===== src/rtl/lkc_pkg.sv =====
`default_nettype none

package lkc_pkg;

  // Default sizing of the cell row.
  localparam int DEF_ENTRIES  = 8;
  localparam int DEF_KEY_BITS = 32;

  // Fixed field widths of the ports.
  localparam int KEY_PORT_BITS = 32;
  localparam int CAP_BITS      = 4;
  localparam int OCC_BITS      = 4;

  // Register port.
  localparam int APB_DATA_BITS = 32;
  localparam int APB_ADDR_BITS = 2;

  localparam logic [CAP_BITS-1:0] CAP_RESET = 4'd8;

  // Request modes.
  localparam logic MODE_LOOKUP = 1'b0;
  localparam logic MODE_INSERT = 1'b1;

  typedef enum logic {
    ST_IDLE,
    ST_UPDATE
  } lkc_state_t;

  // Per-cell control: load takes the neighbor's key (the new key for the
  // front cell), evict_sel puts the held key on the eviction bus.
  typedef struct packed {
    logic load;
    logic evict_sel;
  } cell_ctl_t;

endpackage

`default_nettype wire


===== src/rtl/lru_key_cache_core.sv =====
`default_nettype none

// Recency-ordered key cache, most recent key first.
//
// Requests come in on the in channel (in_valid, in_stall, mode, key) and one
// result transaction per request leaves on the out channel (out_valid,
// out_stall, hit, evicted, evicted_key, occupancy). A lookup (mode 0) that
// finds its key moves the most recent copy to the front and reports a hit.
// An insert (mode 1) evicts the least recent key when the cache is full and
// places the new key at the front without a duplicate check.
//
// Each request has an accept cycle and an update cycle. In the accept cycle
// the key is compared against every cell of the row and the shift plan is
// registered; in the update cycle the row shifts and the result register
// loads. The row is updated only then, so no new request is taken before the
// previous one has updated. out_valid is registered at the update. If the
// result register still holds an untaken result, the update cycle waits and
// in_stall stays high. Reset empties the cache and sets capacity to 8; no
// clearing pass is needed. The capacity register sits at byte address 0 of
// the APB port.
module lru_key_cache_core #(
  parameter int ENTRIES  = lkc_pkg::DEF_ENTRIES,
  parameter int KEY_BITS = lkc_pkg::DEF_KEY_BITS
) (
  input  logic                                 clk,
  input  logic                                 rst,
  input  logic                                 in_valid,
  output logic                                 in_stall,
  input  logic                                 mode,
  input  logic [lkc_pkg::KEY_PORT_BITS-1:0]    key,
  output logic                                 out_valid,
  input  logic                                 out_stall,
  output logic                                 hit,
  output logic                                 evicted,
  output logic [lkc_pkg::KEY_PORT_BITS-1:0]    evicted_key,
  output logic [lkc_pkg::OCC_BITS-1:0]         occupancy,
  input  logic                                 psel,
  input  logic                                 penable,
  input  logic                                 pwrite,
  input  logic [lkc_pkg::APB_ADDR_BITS-1:0]    paddr,
  input  logic [lkc_pkg::APB_DATA_BITS-1:0]    pwdata,
  output logic [lkc_pkg::APB_DATA_BITS-1:0]    prdata,
  output logic                                 pready
);
  import lkc_pkg::*;

  // Only the low KW bits (KEY_BITS, at most 32) of the key take part; the port carries 32.
  localparam int KW = (KEY_BITS < KEY_PORT_BITS) ? KEY_BITS : KEY_PORT_BITS;

  logic [KW-1:0]            req_key;
  logic [KW-1:0]            front_key;
  logic [KW-1:0]            evict_bus;
  logic [ENTRIES-1:0]       match_vec;
  cell_ctl_t [ENTRIES-1:0]  ctl;
  logic [KW-1:0]            cell_key   [ENTRIES];
  logic [KW-1:0]            cell_in    [ENTRIES];
  logic [KW-1:0]            cell_evict [ENTRIES];

  assign req_key = key[KW-1:0];

  lkc_ctrl #(
    .ENTRIES (ENTRIES),
    .KW      (KW)
  ) u_ctrl (
    .clk         (clk),
    .rst         (rst),
    .in_valid    (in_valid),
    .in_stall    (in_stall),
    .mode        (mode),
    .req_key     (req_key),
    .match_vec   (match_vec),
    .evict_bus   (evict_bus),
    .front_key   (front_key),
    .ctl         (ctl),
    .out_valid   (out_valid),
    .out_stall   (out_stall),
    .hit         (hit),
    .evicted     (evicted),
    .evicted_key (evicted_key),
    .occupancy   (occupancy),
    .psel        (psel),
    .penable     (penable),
    .pwrite      (pwrite),
    .paddr       (paddr),
    .pwdata      (pwdata),
    .prdata      (prdata),
    .pready      (pready)
  );

  // The row of cells: position 0 is the most recent key. On a shift each
  // cell takes the key of its more recent neighbor, and the front cell takes
  // the request key.
  for (genvar p = 0; p < ENTRIES; p++) begin : g_cell
    if (p == 0) begin : g_front
      assign cell_in[p] = front_key;
    end else begin : g_rest
      assign cell_in[p] = cell_key[p-1];
    end

    lkc_cell #(
      .KW (KW)
    ) u_cell (
      .clk       (clk),
      .ctl       (ctl[p]),
      .cmp_key   (req_key),
      .shift_in  (cell_in[p]),
      .key_out   (cell_key[p]),
      .match     (match_vec[p]),
      .evict_key (cell_evict[p])
    );
  end

  // At most one cell drives the eviction bus, so an OR merges them.
  always_comb begin
    evict_bus = '0;
    for (int p = 0; p < ENTRIES; p++) begin
      evict_bus = evict_bus | cell_evict[p];
    end
  end

endmodule

`default_nettype wire


===== src/rtl/lkc_cell.sv =====
`default_nettype none

module lkc_cell #(
  parameter int KW = 32
) (
  input  logic               clk,
  input  lkc_pkg::cell_ctl_t ctl,
  input  logic [KW-1:0]      cmp_key,
  input  logic [KW-1:0]      shift_in,
  output logic [KW-1:0]      key_out,
  output logic               match,
  output logic [KW-1:0]      evict_key
);
  import lkc_pkg::*;

  logic [KW-1:0] slot_key;

  // The cell holds the key of one recency position. A shift moves the key of
  // the more recent neighbor in.
  always_ff @(posedge clk) begin
    if (ctl.load) begin
      slot_key <= shift_in;
    end
  end

  assign key_out   = slot_key;
  assign match     = (slot_key == cmp_key);
  assign evict_key = slot_key & {KW{ctl.evict_sel}};

endmodule

`default_nettype wire


===== src/rtl/lkc_ctrl.sv =====
`default_nettype none

module lkc_ctrl #(
  parameter int ENTRIES = 8,
  parameter int KW      = 32
) (
  input  logic                                 clk,
  input  logic                                 rst,
  // request side
  input  logic                                 in_valid,
  output logic                                 in_stall,
  input  logic                                 mode,
  input  logic [KW-1:0]                        req_key,
  // cell row
  input  logic [ENTRIES-1:0]                   match_vec,
  input  logic [KW-1:0]                        evict_bus,
  output logic [KW-1:0]                        front_key,
  output lkc_pkg::cell_ctl_t [ENTRIES-1:0]     ctl,
  // result side
  output logic                                 out_valid,
  input  logic                                 out_stall,
  output logic                                 hit,
  output logic                                 evicted,
  output logic [lkc_pkg::KEY_PORT_BITS-1:0]    evicted_key,
  output logic [lkc_pkg::OCC_BITS-1:0]         occupancy,
  // register port
  input  logic                                 psel,
  input  logic                                 penable,
  input  logic                                 pwrite,
  input  logic [lkc_pkg::APB_ADDR_BITS-1:0]    paddr,
  input  logic [lkc_pkg::APB_DATA_BITS-1:0]    pwdata,
  output logic [lkc_pkg::APB_DATA_BITS-1:0]    prdata,
  output logic                                 pready
);
  import lkc_pkg::*;

  localparam int FW   = $clog2(ENTRIES + 1);
  localparam int CMPW = (FW > CAP_BITS) ? FW : CAP_BITS;

  lkc_state_t state, state_next;

  logic [CAP_BITS-1:0] capacity;
  logic [FW-1:0]       fill, fill_next, fill_keep;

  logic                mode_q, hit_q, evict_q;
  logic [KW-1:0]       key_q;
  logic [ENTRIES-1:0]  shift_q, sel_q;

  logic [ENTRIES-1:0]  live, hits, shift_d, sel_d;
  logic                hit_d, evict_d;
  logic                accept, update, cfg_write;

  // Only one register exists, so every word of the address space maps to it.
  assign cfg_write = psel && penable && pwrite && pready;
  assign pready    = 1'b1;
  assign prdata    = APB_DATA_BITS'(capacity);

  assign accept = in_valid && !in_stall;

  // Plan of the update, worked out while the key is compared.
  always_comb begin
    for (int p = 0; p < ENTRIES; p++) begin
      live[p] = (FW'(p) < fill);
    end
    hits    = match_vec & live;
    hit_d   = |hits;
    evict_d = (fill != '0) &&
              ((CMPW'(fill) >= CMPW'(capacity)) || (fill == FW'(ENTRIES)));
    fill_keep = fill - FW'(evict_d);
    for (int p = 0; p < ENTRIES; p++) begin
      if (mode == MODE_INSERT) begin
        shift_d[p] = (FW'(p) <= fill_keep);
      end else begin
        shift_d[p] = hit_d && !(|(hits & ~({ENTRIES{1'b1}} << p)));
      end
      sel_d[p] = evict_d && (mode == MODE_INSERT) && (FW'(p + 1) == fill);
    end
  end

  always_comb begin
    state_next = state;
    in_stall   = 1'b1;
    update     = 1'b0;
    unique case (state)
      ST_IDLE: begin
        in_stall = 1'b0;
        if (accept) begin
          state_next = ST_UPDATE;
        end
      end
      ST_UPDATE: begin
        update = !out_valid || !out_stall;
        if (update) begin
          state_next = ST_IDLE;
        end
      end
      default: begin
        state_next = ST_IDLE;
      end
    endcase
  end

  always_comb begin
    fill_next = fill;
    if (update && (mode_q == MODE_INSERT)) begin
      fill_next = fill - FW'(evict_q) + FW'(1);
    end
  end

  always_ff @(posedge clk) begin
    if (rst) begin
      state     <= ST_IDLE;
      fill      <= '0;
      capacity  <= CAP_RESET;
      out_valid <= 1'b0;
    end else begin
      state <= state_next;
      fill  <= fill_next;
      if (cfg_write) begin
        capacity <= pwdata[CAP_BITS-1:0];
      end
      if (update) begin
        out_valid <= 1'b1;
      end else if (!out_stall) begin
        out_valid <= 1'b0;
      end
    end
  end

  always_ff @(posedge clk) begin
    if (accept) begin
      mode_q  <= mode;
      key_q   <= req_key;
      hit_q   <= hit_d && (mode == MODE_LOOKUP);
      evict_q <= evict_d && (mode == MODE_INSERT);
      shift_q <= shift_d;
      sel_q   <= sel_d;
    end
    if (update) begin
      hit         <= hit_q;
      evicted     <= evict_q;
      evicted_key <= KEY_PORT_BITS'(evict_bus);
      occupancy   <= OCC_BITS'(fill_next);
    end
  end

  assign front_key = key_q;

  always_comb begin
    for (int p = 0; p < ENTRIES; p++) begin
      ctl[p].load      = update && shift_q[p];
      ctl[p].evict_sel = sel_q[p];
    end
  end

endmodule

`default_nettype wire


===== config.mk =====
export PLATFORM = sky130hd
export DESIGN_NAME = lru_key_cache_core
export DESIGN_NICKNAME = d
export VERILOG_FILES = /design/src/rtl/lkc_pkg.sv /design/src/rtl/lru_key_cache_core.sv /design/src/rtl/lkc_cell.sv /design/src/rtl/lkc_ctrl.sv
export SDC_FILE = /design/constraint.sdc
export NUM_CORES = 1
export LEC_CHECK = 0
export ABC_AREA = 0
export CORE_AREA = 2 2 202 204
export DETAILED_ROUTE_END_ITERATION = 7
export DIE_AREA = 0 0 204 206
export DONT_BUFFER_PORTS = 1
export PLACE_DENSITY_LB_ADDON = 0.2
export SYNTH_ARGS = -nofsm -noshare
export SYNTH_HDL_FRONTEND = slang
export SYNTH_SLANG_ARGS = --single-unit

===== constraint.sdc =====
create_clock -name clk -period 8.2 [get_ports clk]
set_clock_uncertainty 0.1 [all_clocks]
set_input_delay 0.41 -clock clk [delete_from_list [all_inputs] [get_ports clk]]
set_output_delay 0.41 -clock clk [all_outputs]
set_load 0.02 [all_outputs]

Word-level counts from Yosys, hierarchy flattened

Cells that the tools add are included.

Eq/ne operators: 18
Bitwise operators: 18
Reductions and logical operators: 49
$lt $le $gt $ge: 17
Add/subtract/negate cells: 3
Mux-type cells: 16

Operators by type and width:

| operator            | number |
|---|---|
| $and 32x32->32      | 8 |
| $eq 32x32->1        | 8 |
| $or 32x32->32       | 7 |
| $logic_and 1x1->1   | 30 |
| $eq 3x4->1 const A  | 4 |
| $le 3x4->1 const A  | 4 |
| $lt 3x4->1 const A  | 4 |
| $mux 1              | 14 |
| $logic_not 1->1     | 9 |
| $and 8x8->8         | 1 |
| $eq 2x4->1 const A  | 2 |
| $le 1x4->1 const A  | 2 |
| $le 2x4->1 const A  | 2 |
| $lt 1x4->1 const A  | 2 |
| $lt 2x4->1 const A  | 2 |
| $reduce_or 8->1     | 1 |
| $sub 4x1->4         | 2 |
| $reduce_or 7->1     | 1 |
| $reduce_or 6->1     | 1 |
| $reduce_or 5->1     | 1 |
| $add 4x1->4 const B | 1 |
| $eq 1x4->1 const A  | 1 |
| $eq 4x4->1 const A  | 1 |
| $eq 4x4->1 const B  | 1 |
| other kinds (10)    | 12 |

Word-level logic and storage cells: 143
Bits in registers: 355
Bits of input ports: 74

Logic depth before layout (Yosys ltp)

Gate-level depths: netlist (run 1).

Word-level depth: 8
Gate-level depth with buffers: 15

Cells and area by module

From an unflattened synthesis (run 1), not the netlist that was laid out.

Cells, all modules: 1246
Area total of the unflattened synthesis: 16697.3 µm²

Modules (own cells, without submodules):

| module             | times used | cells an instance | area an instance (µm²) | seq. area each (µm²) |
|---|---|---|---|---|
| lkc_cell           | 8          | 110               | 1520.2                 | 960.9 |
| lkc_ctrl           | 1          | 270               | 4015.1                 | 2872.8 |
| lru_key_cache_core | 1          | 96                | 520.5                  | 0.0 |

Least setup slack after synthesis (run 1)

Ideal clock, no wire load.

Kind: register -> register
Start point: reg u_ctrl.state
End point: reg g_cell[0].u_cell.slot_key[0], enable pin
Path buffers: 1
Slack: 4.807 ns
Cell stages (with the launch flop): 4
Required time: 7.708 ns
Arrival: 2.901 ns
Path through: dfxtp_1 > a21boi_0 > clkbuf_1 > and2_1

RTL lines:

| what                   | RTL line        | RTL |
|---|---|---|
| start, declared        | lkc_ctrl.sv:40  | `lkc_state_t state, state_next;` |
| start signal, assigned | lkc_ctrl.sv:117 | `state <= state_next;` |
| end signal, assigned   | lkc_cell.sv:22  | `slot_key <= shift_in;` |
| end, declared          | lkc_cell.sv:16  | `logic [KW-1:0] slot_key;` |

Worst setup path in the final report (run 1)

Start point: reg u_ctrl.fill[0]
End point: reg u_ctrl.shift_q[3], data pin

Cells in the longest elaborated chain, start to end: 6

Ends and longest elaborated chain:

| what                                                 | RTL line                       | RTL |
|---|---|---|
| start, declared                                      | lkc_ctrl.sv:43                 | `logic [FW-1:0] fill, fill_next, fill_keep;` |
| start signal, assigned                               | lkc_ctrl.sv:118                | `fill <= fill_next;` |
| $ge 4x4->1, or another cell as far along             | lkc_ctrl.sv:68                 | `((CMPW'(fill) >= CMPW'(capacity)) \|\| (fill == FW'(ENTRIES)));` |
| $logic_or 1x1->1 or $and 8x8->8 (tied branches)      | lkc_ctrl.sv:68, lkc_ctrl.sv:65 |  |
| $logic_and 1x1->1 or $reduce_or 3->1 (tied branches) | lkc_ctrl.sv:67, lkc_ctrl.sv:74 |  |
| $sub 4x1->4 or $logic_not 1->1 (tied branches)       | lkc_ctrl.sv:69, lkc_ctrl.sv:74 |  |
| $le 2x4->1 or $logic_and 1x1->1 (tied branches)      | lkc_ctrl.sv:72, lkc_ctrl.sv:74 |  |
| $mux 1 *                                             | lkc_ctrl.sv:71                 | `if (mode == MODE_INSERT) begin` |
| via u_ctrl.shift_d[3]                                | lkc_ctrl.sv:49                 | `logic [ENTRIES-1:0] live, hits, shift_d, sel_d;` |
| end signal, assigned                                 | lkc_ctrl.sv:136                | `shift_q <= shift_d;` |
| end, declared                                        | lkc_ctrl.sv:47                 | `logic [ENTRIES-1:0] shift_q, sel_q;` |

Mark *: on every way through the listed nets, which the timed path passes. The rest lies on a longest branch.
A chain may end at the register's enable or synchronous reset.

==> flow_summary_export.csv, run 1 <==
group,metric,value,unit
logic_synthesis,syn_inst,1067,
global_route,grt_pass1_vias,9501,
logic_synthesis,synth.distinct_cells,46,
placed_design,placedInstanceArea,16200,um2
logic_synthesis,synth-edff-count,345,
timing,relSlewSlack,0.1945,
drt,drt_iter0_drc,1150,
finish,final_common_cell,"edfxtp_1",
logic_synthesis,synth_warnings,0,
clock_network,cts_tree,"yes",
global_route,grt_max_degree,52,
placed_design,detailed_place_hpwl,30880,um
critical_path,path_max_fanout,9,
finish,layout_common_cells,"edfxtp_1 (345), xnor2_1 (183), a22oi_1 (128)",
floorplanning,die_w,204,um
critical_path,worstPathCellList,"inv_1, ha_1, nand2b_1, a21o_1, a21o_1, a221oi_1, a21oi_1, ha_1, and3_1, xnor2_1, inv_1, o21ai_0, o221ai_1",
pwr,p_leak,0.005609,uW
timing,tns,0,ps
clock_network,cts.sinks,355,
flow_run,maxCapViolCount,0,
clock_network,numCtsBuffers,40,
floorplanning,initial_utilization,0.3934,
finish,final_cells,1655,
finish,area_growth,12.50,%
outcome,outcome,"finished clean",
clock_network,cts_hold_buffers,40,
logic_synthesis,ys_ff_latch,355,
critical_path,critPathLaunchType,"register",
timing,worst_slew_pin_slew,1208,ps
logic_synthesis,synthArstFlopShare,0,
finish,fill_cells,3694,
timing,rsz0062_at_grt,"no",
finish,fin_nets,1185,
critical_path,arrival,3510,ps
drt,drt_first_pass_iters,6,
global_route,gr-usage-all-layers,0.2345,
clock_network,cts_buffer_depth,3,
logic_synthesis,ys_seq_area_frac,0.6679,
critical_path,slowest_delay,500,ps
finish,n_antenna_cell,0,
pwr,vdd_ir_drop_max,0.0001482,V
critical_path,crit_buf_inv,2,
drt,drcViolationCount,0,
placed_design,portBuffers,0,
floorplanning,core-area,40180,um2
timing,period_share,0.4064,
clock_network,path_clk_slew,60,ps
timing,setup_viol,0,
drt,wirelength,48700,um
clock_network,cts_max_level,2,
drt,via_per_inst,5.739,
critical_path,cp_slowest_cell,"dfxtp_1",
clock_network,cts_root_buf,"clkbuf_16",
floorplanning,fp.dieArea,42020,um2
clock_network,clk-insertion-delay-late,560,ps
logic_synthesis,syn_avg_cell_area,14.82,um2
critical_path,setup.worst_path.end_class,"register",
pwr,power.density,231.3,nW/um2
timing,max_freq,300.0,MHz
placed_design,gp_congestion,0.9331,
finish,drive_gt1_frac,0.07124,
drt,wire_per_inst,29.43,um
timing,hold_viol,0,
logic_synthesis,syn_area,15810,um2
drt,num_vias,9498,
global_route,grt_remaining_overflow,0,
placed_design,dp_cells,1549,
timing,period_needed,3333,ps
clock_network,postCtsSetupBuffers,0,
floorplanning,pin_count,147,
global_route,grt_pass1_wl,69660,um
global_route,antenna_found_initial,0,
clock_network,cts_resized,0,
floorplanning,die_h,206,um
floorplanning,placementRows,74,
hold_path,hold_class,"input pin to register",
logic_synthesis,synth-main-ff-cell,"edfxtp_1",
finish,finalInstanceArea,17790,um2
drt,drtAntennaViolNets,0,
critical_path,cp_top_family,"compound AO/OA/AOI/OAI gates",
critical_path,critical_path_class,"register to register",
timing,slew_viol_final,0,
critical_path,crit_required,8380,ps
==> logic make-up (layout without fill, tap and decap cells) <==
family	Yosys count	in the layout	share of synthesized area
muxes	5	5	0.003324
buffers and inverters	103	132	0.03474
and+or+nand+nor	176	176	0.06600
AOI/OAI and AO/OA	155	155	0.07407
other	2	29	0.0004750
DFF	355	355	0.6679
adders and majority gates	12	12	0.009496
xor gates and xnor gates	259	259	0.1440
==> final cells by class <==
class,instances,area (um2),area share
clock buffers,50,1060,0.05958
clock inverters,16,127.6,0.007175
inverters,14,52.55,0.002954
multi-input cells,636,4831,0.2716
flip-flops and latches,355,10560,0.5937
well taps,532,665.6,0.03742
repair buffers,52,490.5,0.02757
==> flip-flops by register name, summed over array words and instances, names as in the netlist, 4 cells and up <==
register               cells
u_ctrl.shift_q             8
u_ctrl.front_key          32
u_ctrl.occupancy           4
u_ctrl.capacity            4
g_cell.u_cell.key_out    256
u_ctrl.sel_q               8
u_ctrl.evicted_key        32
u_ctrl.fill                4
==> cell usage after synthesis (all sizes together), types with 2 or more instances <==
library cell / count / area share
edfxtp: 345 / 0.66
xnor2: 183 / 0.10
a22oi: 128 / 0.061
nand4: 80 / 0.032
xor2: 76 / 0.043
buf: 62 / 0.025
clkbuf: 27 / 0.0064
nor4: 22 / 0.0087
nor2: 16 / 0.0040
inv: 14 / 0.0033
ha: 12 / 0.0095
nand3: 12 / 0.0038
nor3: 12 / 0.0044
nand2: 11 / 0.0026
dfxtp: 10 / 0.013
and2: 8 / 0.0032
o21ai: 7 / 0.0029
nor2b: 5 / 0.0020
a211oi: 4 / 0.0019
a21o: 3 / 0.0014
mux2i: 3 / 0.0019
a2111oi: 2 / 0.0015
a211o: 2 / 0.0011
a21oi: 2 / 0.00063
a22o: 2 / 0.0011
and3: 2 / 0.00079
conb: 2 / 0.00048
mux2: 2 / 0.0014
nand2b: 2 / 0.00079
nor4b: 2 / 0.0011
or3: 2 / 0.00079
==> power by group <==
group	leakage, uW	total, uW	internal [uW]	switching (uW)
Clock	0.000581	1690	972	721
Combinational	0.00179	300	104	196
Sequential	0.00324	2120	2070	56.1
==> worst register-to-register path: cells and delay by family (launching register included) <==
family	cells	cell delay [ps]
AND/OR/NAND/NOR	2	330
AO/OA/AOI/OAI	6	1140
buffers and inverters	2	230
XOR/XNOR	1	250
adder cells (fa/ha/maj)	2	500
flip-flops	1	500
==> through the flow <==
step	util	hold slack (ps)	total power, uW	setup WS, ps
2_1_floorplan	-	300.3	2355	4807
3_3_place_gp	0.4031	300.6	2441	4937
3_5_place_dp	0.4031	304.5	2441	4886
4_1_cts	0.4426	6.398	4142	4870
5_1_grt	0.4426	39.17	4223	4564
6_report	0.4426	24.58	4115	4867
==> per-layer routing <==
metal	vias to the layer above	share of wire	global-route usage	routed length, um
met4	0	0.027	0.07272	1320
met3	71	0.086	0.03769	4202
li1	4075	-	-	-
met1	4846	0.43	0.3321	20750
met2	506	0.46	0.3716	22430
met5	-	0	0	0
==> path summary, 6_finish.rpt <==
path | startpoint | endpoint | slack (ps) | cells past startpoint
min reg2reg | u_ctrl.front_key[0] | g_cell[0].u_cell.key_out[0] | 310 | 0
max reg2reg | u_ctrl.fill[0] | u_ctrl.shift_q[3] | 4870 | 13
min | mode | u_ctrl.shift_q[2] | 20 | 2
max | u_ctrl.fill[0] | u_ctrl.shift_q[3] | 4870 | 13
Power figures use the tool's default switching activity.
==> run 2: changes to the inputs <==
--- a/config.mk
+++ b/config.mk
@@ -5,10 +5,10 @@
 export SDC_FILE = /design/constraint.sdc
 export NUM_CORES = 1
 export LEC_CHECK = 0
-export ABC_AREA = 0
-export CORE_AREA = 2 2 202 204
+export ABC_AREA = 1
+export CORE_AREA = 2 2 215 217
 export DETAILED_ROUTE_END_ITERATION = 7
-export DIE_AREA = 0 0 204 206
+export DIE_AREA = 0 0 217 219
 export DONT_BUFFER_PORTS = 1
 export PLACE_DENSITY_LB_ADDON = 0.2
 export SYNTH_ARGS = -nofsm -noshare
==> constraint.sdc (replaced) <==
create_clock -name clk -period 2.8 [get_ports clk]
set_clock_uncertainty 0.1 [all_clocks]
set_input_delay 0.14 -clock clk [delete_from_list [all_inputs] [get_ports clk]]
set_output_delay 0.14 -clock clk [all_outputs]
set_load 0.02 [all_outputs]
==> flow_summary_export.csv, run 2 <==
group,metric,value,unit
placed_design,gp_congestion,0.9533,
critical_path,path_max_fanout,3,
critical_path,crit_required,3000,ps
drt,drtAntennaViolNets,0,
placed_design,dp_cells,2404,
global_route,gr-usage-all-layers,0.2625,
global_route,grt_pass1_wl,88630,um
global_route,antenna_found_initial,0,
logic_synthesis,ys_ff_latch,355,
timing,slew_viol_final,0,
placed_design,detailed_place_hpwl,48390,um
critical_path,slowest_delay,320,ps
critical_path,r2r_cells,14,
placed_design,portBuffers,0,
flow_run,maxCapViolCount,0,
floorplanning,die_w,217,um
global_route,grt_pass1_vias,12837,
logic_synthesis,synth_common_cells,"nand2_1 (563), edfxtp_1 (345), nor2_1 (171)",
logic_synthesis,synth-edff-count,345,
finish,area_growth,13.82,%
timing,relSlewSlack,0.3863,
clock_network,cts_buffer_depth,3,
finish,final_common_cell,"nand2_1",
clock_network,cts_max_level,2,
logic_synthesis,yosysTopAreaCellShare,0.5778,
critical_path,setup.worst_path.end_class,"register",
floorplanning,pin_count,147,
drt,wirelength,61770,um
floorplanning,fp.dieArea,47520,um2
critical_path,worstPathCellList,"inv_1, ha_1, o21a_1, o21a_1, o21ai_1, nand2_1, nand2_2, inv_1, ha_4, ha_4, xnor2_2, nand3_1, o21ai_0, nand2_1",
pwr,vdd_ir_drop_max,0.0004660,V
critical_path,cp_top_family,"compound AO/OA/AOI/OAI gates",
logic_synthesis,synth.distinct_cells,40,
finish,final_cells,2526,
global_route,grt_remaining_overflow,0,
logic_synthesis,syn_area,17930,um2
logic_synthesis,synth.most_common_cell,"nand2_1",
finish,largest_reg_flops,256,
timing,setup_viol,0,
finish,fin_nets,1980,
drt,drt_iter0_drc,1414,
pwr,p_leak,0.007999,uW
clock_network,cts_root_buf,"clkbuf_16",
timing,worst_slew_pin_slew,920.6,ps
hold_path,whs_path_depth,1,
floorplanning,placementRows,78,
global_route,grt_max_degree,52,
floorplanning,die_h,219,um
critical_path,r2r_slack,130,ps
logic_synthesis,synth-main-ff-cell,"edfxtp_1",
pwr,power.density,637.0,nW/um2
drt,drcViolationCount,0,
critical_path,critical_path_class,"register to register",
drt,num_vias,13166,
finish,finalInstanceArea,20410,um2
clock_network,cts.sinks,355,
placed_design,placedInstanceArea,18570,um2
hold_path,hold_class,"input pin to register",
outcome,outcome,"finished clean",
logic_synthesis,syn_inst,1818,
timing,tns,0,ps
clock_network,cts_tree,"yes",
critical_path,crit_cells,14,
drt,via_per_inst,5.212,
critical_path,critPathLaunchType,"register",
logic_synthesis,synthTopCellsByArea,"edfxtp_1 (58%), nand2_1 (12%), xnor2_1 (5.1%)",
timing,setup_ws,127.7,ps
logic_synthesis,synth_top_area_cell,"edfxtp_1",
finish,drive_gt1_frac,0.08982,
clock_network,clk-insertion-delay-late,570,ps
drt,wire_per_inst,24.45,um
finish,layout_common_cells,"nand2_1 (561), edfxtp_1 (345), inv_1 (168)",
logic_synthesis,synth_warnings,0,
critical_path,arrival,2870,ps
timing,hold_ws,93.14,ps
floorplanning,initial_utilization,0.3977,
logic_synthesis,ys_seq_area_frac,0.5890,
critical_path,crit_buf_inv,2,
clock_network,path_clk_slew,60,ps
floorplanning,core-area,45090,um2
timing,max_freq,374.2,MHz
clock_network,numCtsBuffers,42,
placed_design,place_ws,61.14,ps
timing,period_needed,2672,ps
logic_synthesis,syn_avg_cell_area,9.862,um2
logic_synthesis,synthArstFlopShare,0,
finish,n_antenna_cell,0,
critical_path,cp_slowest_cell,"dfxtp_2",
timing,hold_viol,0,
drt,drt_first_pass_iters,5,
timing,period_share,0.9544,
==> run 2: cell types whose count changed after synthesis, moves of 35 or more <==
cell      delta
a221oi_1    +35
a22oi_1    -128
inv_1      +156
nand2_1    +552
nand3_1     +44
nand4_1     -40
nor2_1     +156
o21ai_0     +38
xnor2_1     -78
==> run 2: power breakdown <==
group	leakage, uW	switching (uW)	internal (uW)
Combinational	0.00411	864	427
Sequential	0.00324	209	6100
Clock	0.000645	2240	3160
Total	0.00800	3310	9690
==> run 2: per-layer routing <==
layer  up-vias  share of wire  global-route usage
met5         -              0                   0
met4         0          0.041              0.1062
met3        96          0.077             0.03645
met2       620           0.45              0.4106
met1      6304           0.43              0.3682
li1       6146              -                   -
==> run 2: final cells by class <==
class / instances / area, um2
fill: 4308 / 24680
clock inverter: 17 / 181.4
multi-input combinational: 1204 / 6180
inverter: 200 / 768.2
tap: 600 / 750.7
clock buffer: 59 / 1156
timing repair buffer: 91 / 810.8
sequential: 355 / 10560
==> run 2: logic make-up after synthesis <==
| family | Yosys count | share of synthesized area |
|---|---|---|
| simple gates | 869 | 0.1980 |
| flops | 355 | 0.5890 |
| buf+inv | 286 | 0.07788 |
| compound gates | 148 | 0.05506 |
| xor+xnor | 146 | 0.07132 |
| fa+ha+maj | 12 | 0.008374 |
| other cells | 2 | 0.0004189 |
==> run 2: final timing paths <==
kind,start,to
worst max-delay path,u_ctrl.fill[0],u_ctrl.shift_q[1]
worst min register to register,u_ctrl.front_key[0],g_cell[0].u_cell.key_out[0]
worst min-delay path,key[21],u_ctrl.front_key[21]
worst max register to register,u_ctrl.fill[0],u_ctrl.shift_q[1]
==> run 2: per-stage QoR <==
step / utilization / total power, uW
after floorplan: - / 7234
after global placement: 0.4119 / 7622
after detailed placement: 0.4119 / 7630
after CTS: 0.4518 / 13070
after global routing: 0.4526 / 13440
final: 0.4526 / 13000
==> run 2: repair_timing <==
action | CTS | global route
hold buffers | 46 | 0
hold endpoints to repair | 55 | 0
endpoints found under the setup margin | 0 | 7
buffers inserted | 0 | 0
gates resized for setup | 0 | 11
==> run 3: changes to the inputs <==
--- a/config.mk
+++ b/config.mk
@@ -5,10 +5,10 @@
 export SDC_FILE = /design/constraint.sdc
 export NUM_CORES = 1
 export LEC_CHECK = 0
-export ABC_AREA = 1
-export CORE_AREA = 2 2 215 217
+export ABC_AREA = 0
+export CORE_AREA = 2 2 260 159
 export DETAILED_ROUTE_END_ITERATION = 7
-export DIE_AREA = 0 0 217 219
+export DIE_AREA = 0 0 262 161
 export DONT_BUFFER_PORTS = 1
 export PLACE_DENSITY_LB_ADDON = 0.2
 export SYNTH_ARGS = -nofsm -noshare
==> flow_summary_export.csv, run 3 (same netlist as run 1, synthesis figures left out) <==
group,metric,value,unit
placed_design,portBuffers,0,
drt,num_vias,9742,
global_route,gr-usage-all-layers,0.2382,
clock_network,numCtsBuffers,35,
floorplanning,pin_count,147,
timing,setup_viol,0,
clock_network,cts.sinks,355,
timing,slew_viol_final,0,
timing,period_needed,2746,ps
critical_path,critPathLaunchType,"register",
pwr,total_power,11960,uW
placed_design,dp_cells,1585,
finish,drive_gt1_frac,0.1112,
timing,max_freq,364.1,MHz
global_route,grt_pass1_wl,70550,um
finish,final_cells,1692,
floorplanning,initial_utilization,0.3959,
floorplanning,die_w,262,um
finish,layout_common_cells,"edfxtp_1 (345), xnor2_1 (182), a22oi_1 (128)",
clock_network,cts_buffer_depth,3,
finish,fin_nets,1223,
critical_path,path_max_fanout,4,
pwr,p_leak,0.005827,uW
finish,largest_reg_flops,256,
flow_run,maxCapViolCount,0,
placed_design,gp_congestion,0.9229,
hold_path,hold_class,"input pin to register",
pwr,power.density,655.7,nW/um2
clock_network,path_clk_slew,70,ps
floorplanning,fp.dieArea,42180,um2
clock_network,cts_max_level,2,
placed_design,detailed_place_hpwl,33130,um
clock_network,cts_tree,"yes",
timing,rsz0062_at_grt,"yes",
floorplanning,core-area,39940,um2
drt,drtAntennaViolNets,0,
floorplanning,die_h,161,um
critical_path,critical_path_class,"register to register",
drt,drt_first_pass_iters,5,
pwr,vdd_ir_drop_max,0.0003716,V
global_route,grt_remaining_overflow,0,
timing,worst_slew_pin_slew,677.8,ps
timing,period_share,0.9809,
critical_path,crit_required,2980,ps
global_route,grt_max_degree,52,
critical_path,setup.worst_path.end_class,"register",
drt,drcViolationCount,0,
global_route,grt_pass1_vias,9281,
timing,setup_ws,53.59,ps
finish,final_common_cell,"edfxtp_1",
timing,hold_viol,0,
timing,tns,0,ps
global_route,antenna_found_initial,3,
clock_network,cts_root_buf,"clkbuf_16",
finish,area_growth,15.32,%
drt,wirelength,50460,um
drt,wire_per_inst,29.82,um
outcome,outcome,"finished clean",
clock_network,clk-insertion-delay-late,540,ps
placed_design,place_ws,28.34,ps
finish,final_util,0.4565,
critical_path,arrival,2930,ps
floorplanning,placementRows,57,
drt,via_per_inst,5.758,
timing,relSlewSlack,0.5449,
drt,drt_iter0_drc,1309,
## run 3: cell count changes in the layout (fill, tap and decap cells not counted), moves of 12 or more
cell	previous run	this run
o21ai_0	41	3
xnor2_1	104	182
inv_1	168	13
nor4_1	0	22
a221oi_1	36	0
a21oi_1	28	2
xor2_1	41	75
nand3_1	56	11
nand2_2	12	0
nand4_1	40	80
nand2_1	561	11
a22oi_1	0	128
nor2_1	162	13
inv_2	23	1
## run 3: critical path, cell delays in order (launching register included)
cell and delay [ps]:
dfxtp_2 330, inv_2 50, ha_4 200, nand2b_4 130, a21o_1 160, a21o_1 180, a221oi_2 250, a21oi_1 80
ha_2 200, and3_4 180, xnor2_2 130, inv_1 80, nor2_2 110, nor2_2 60, a22o_1 230
## run 3: routing by layer
| layer | wire, um | up-vias | track usage | share of wire |
|---|---|---|---|---|
| met5 | 30 | - | 0.01389 | 0.00059 |
| met4 | 999 | 4 | 0.05316 | 0.020 |
| met3 | 6331 | 69 | 0.08898 | 0.13 |
| met2 | 20130 | 557 | 0.3127 | 0.40 |
| met1 | 22960 | 4952 | 0.3670 | 0.46 |
| li1 | - | 4160 | - | - |
## run 3: metrics by stage
stage          area [um2]  hold slack [ps]
6_report            18230            46.80
5_1_grt             18230            46.14
4_1_cts             18190            38.63
3_5_place_dp        16610            115.2
3_3_place_gp        16610            115.3
2_1_floorplan       15950            138.9
## run 3: repair_timing
item	in CTS	in global routing
setup endpoints to repair	0	7
endpoints found under the hold margin	66	0
resized for setup	0	9
buffers inserted	0	1
hold buffers	45	0
## run 3: cell type report
type / count / area (um2)
Tap cell: 531 / 664.4
Inverter: 14 / 52.55
Multi-Input combinational cell: 636 / 4882
Antenna cell: 1 / 2.502
Clock buffer: 52 / 1046
Sequential cell: 355 / 10570
Fill cell: 3518 / 21710
Clock inverter: 8 / 81.33
Timing Repair Buffer: 95 / 938.4
## run 3: where the power goes
group	internal, uW	leakage, uW	switching [uW]
combinational	359	0.00204	626
sequential	6040	0.00324	161
clock	2700	0.000548	2070
total	9100	0.00583	2860
## run 3: worst paths after layout
kind / slack [ps] / cells past startpoint / endpoint / startpoint
max: 50 / 14 / u_ctrl.shift_q[7] / u_ctrl.fill[0]
min: 50 / 2 / u_ctrl.front_key[1] / in_valid
max reg2reg: 50 / 14 / u_ctrl.shift_q[7] / u_ctrl.fill[0]
min reg2reg: 310 / 0 / g_cell[0].u_cell.key_out[14] / u_ctrl.front_key[14]
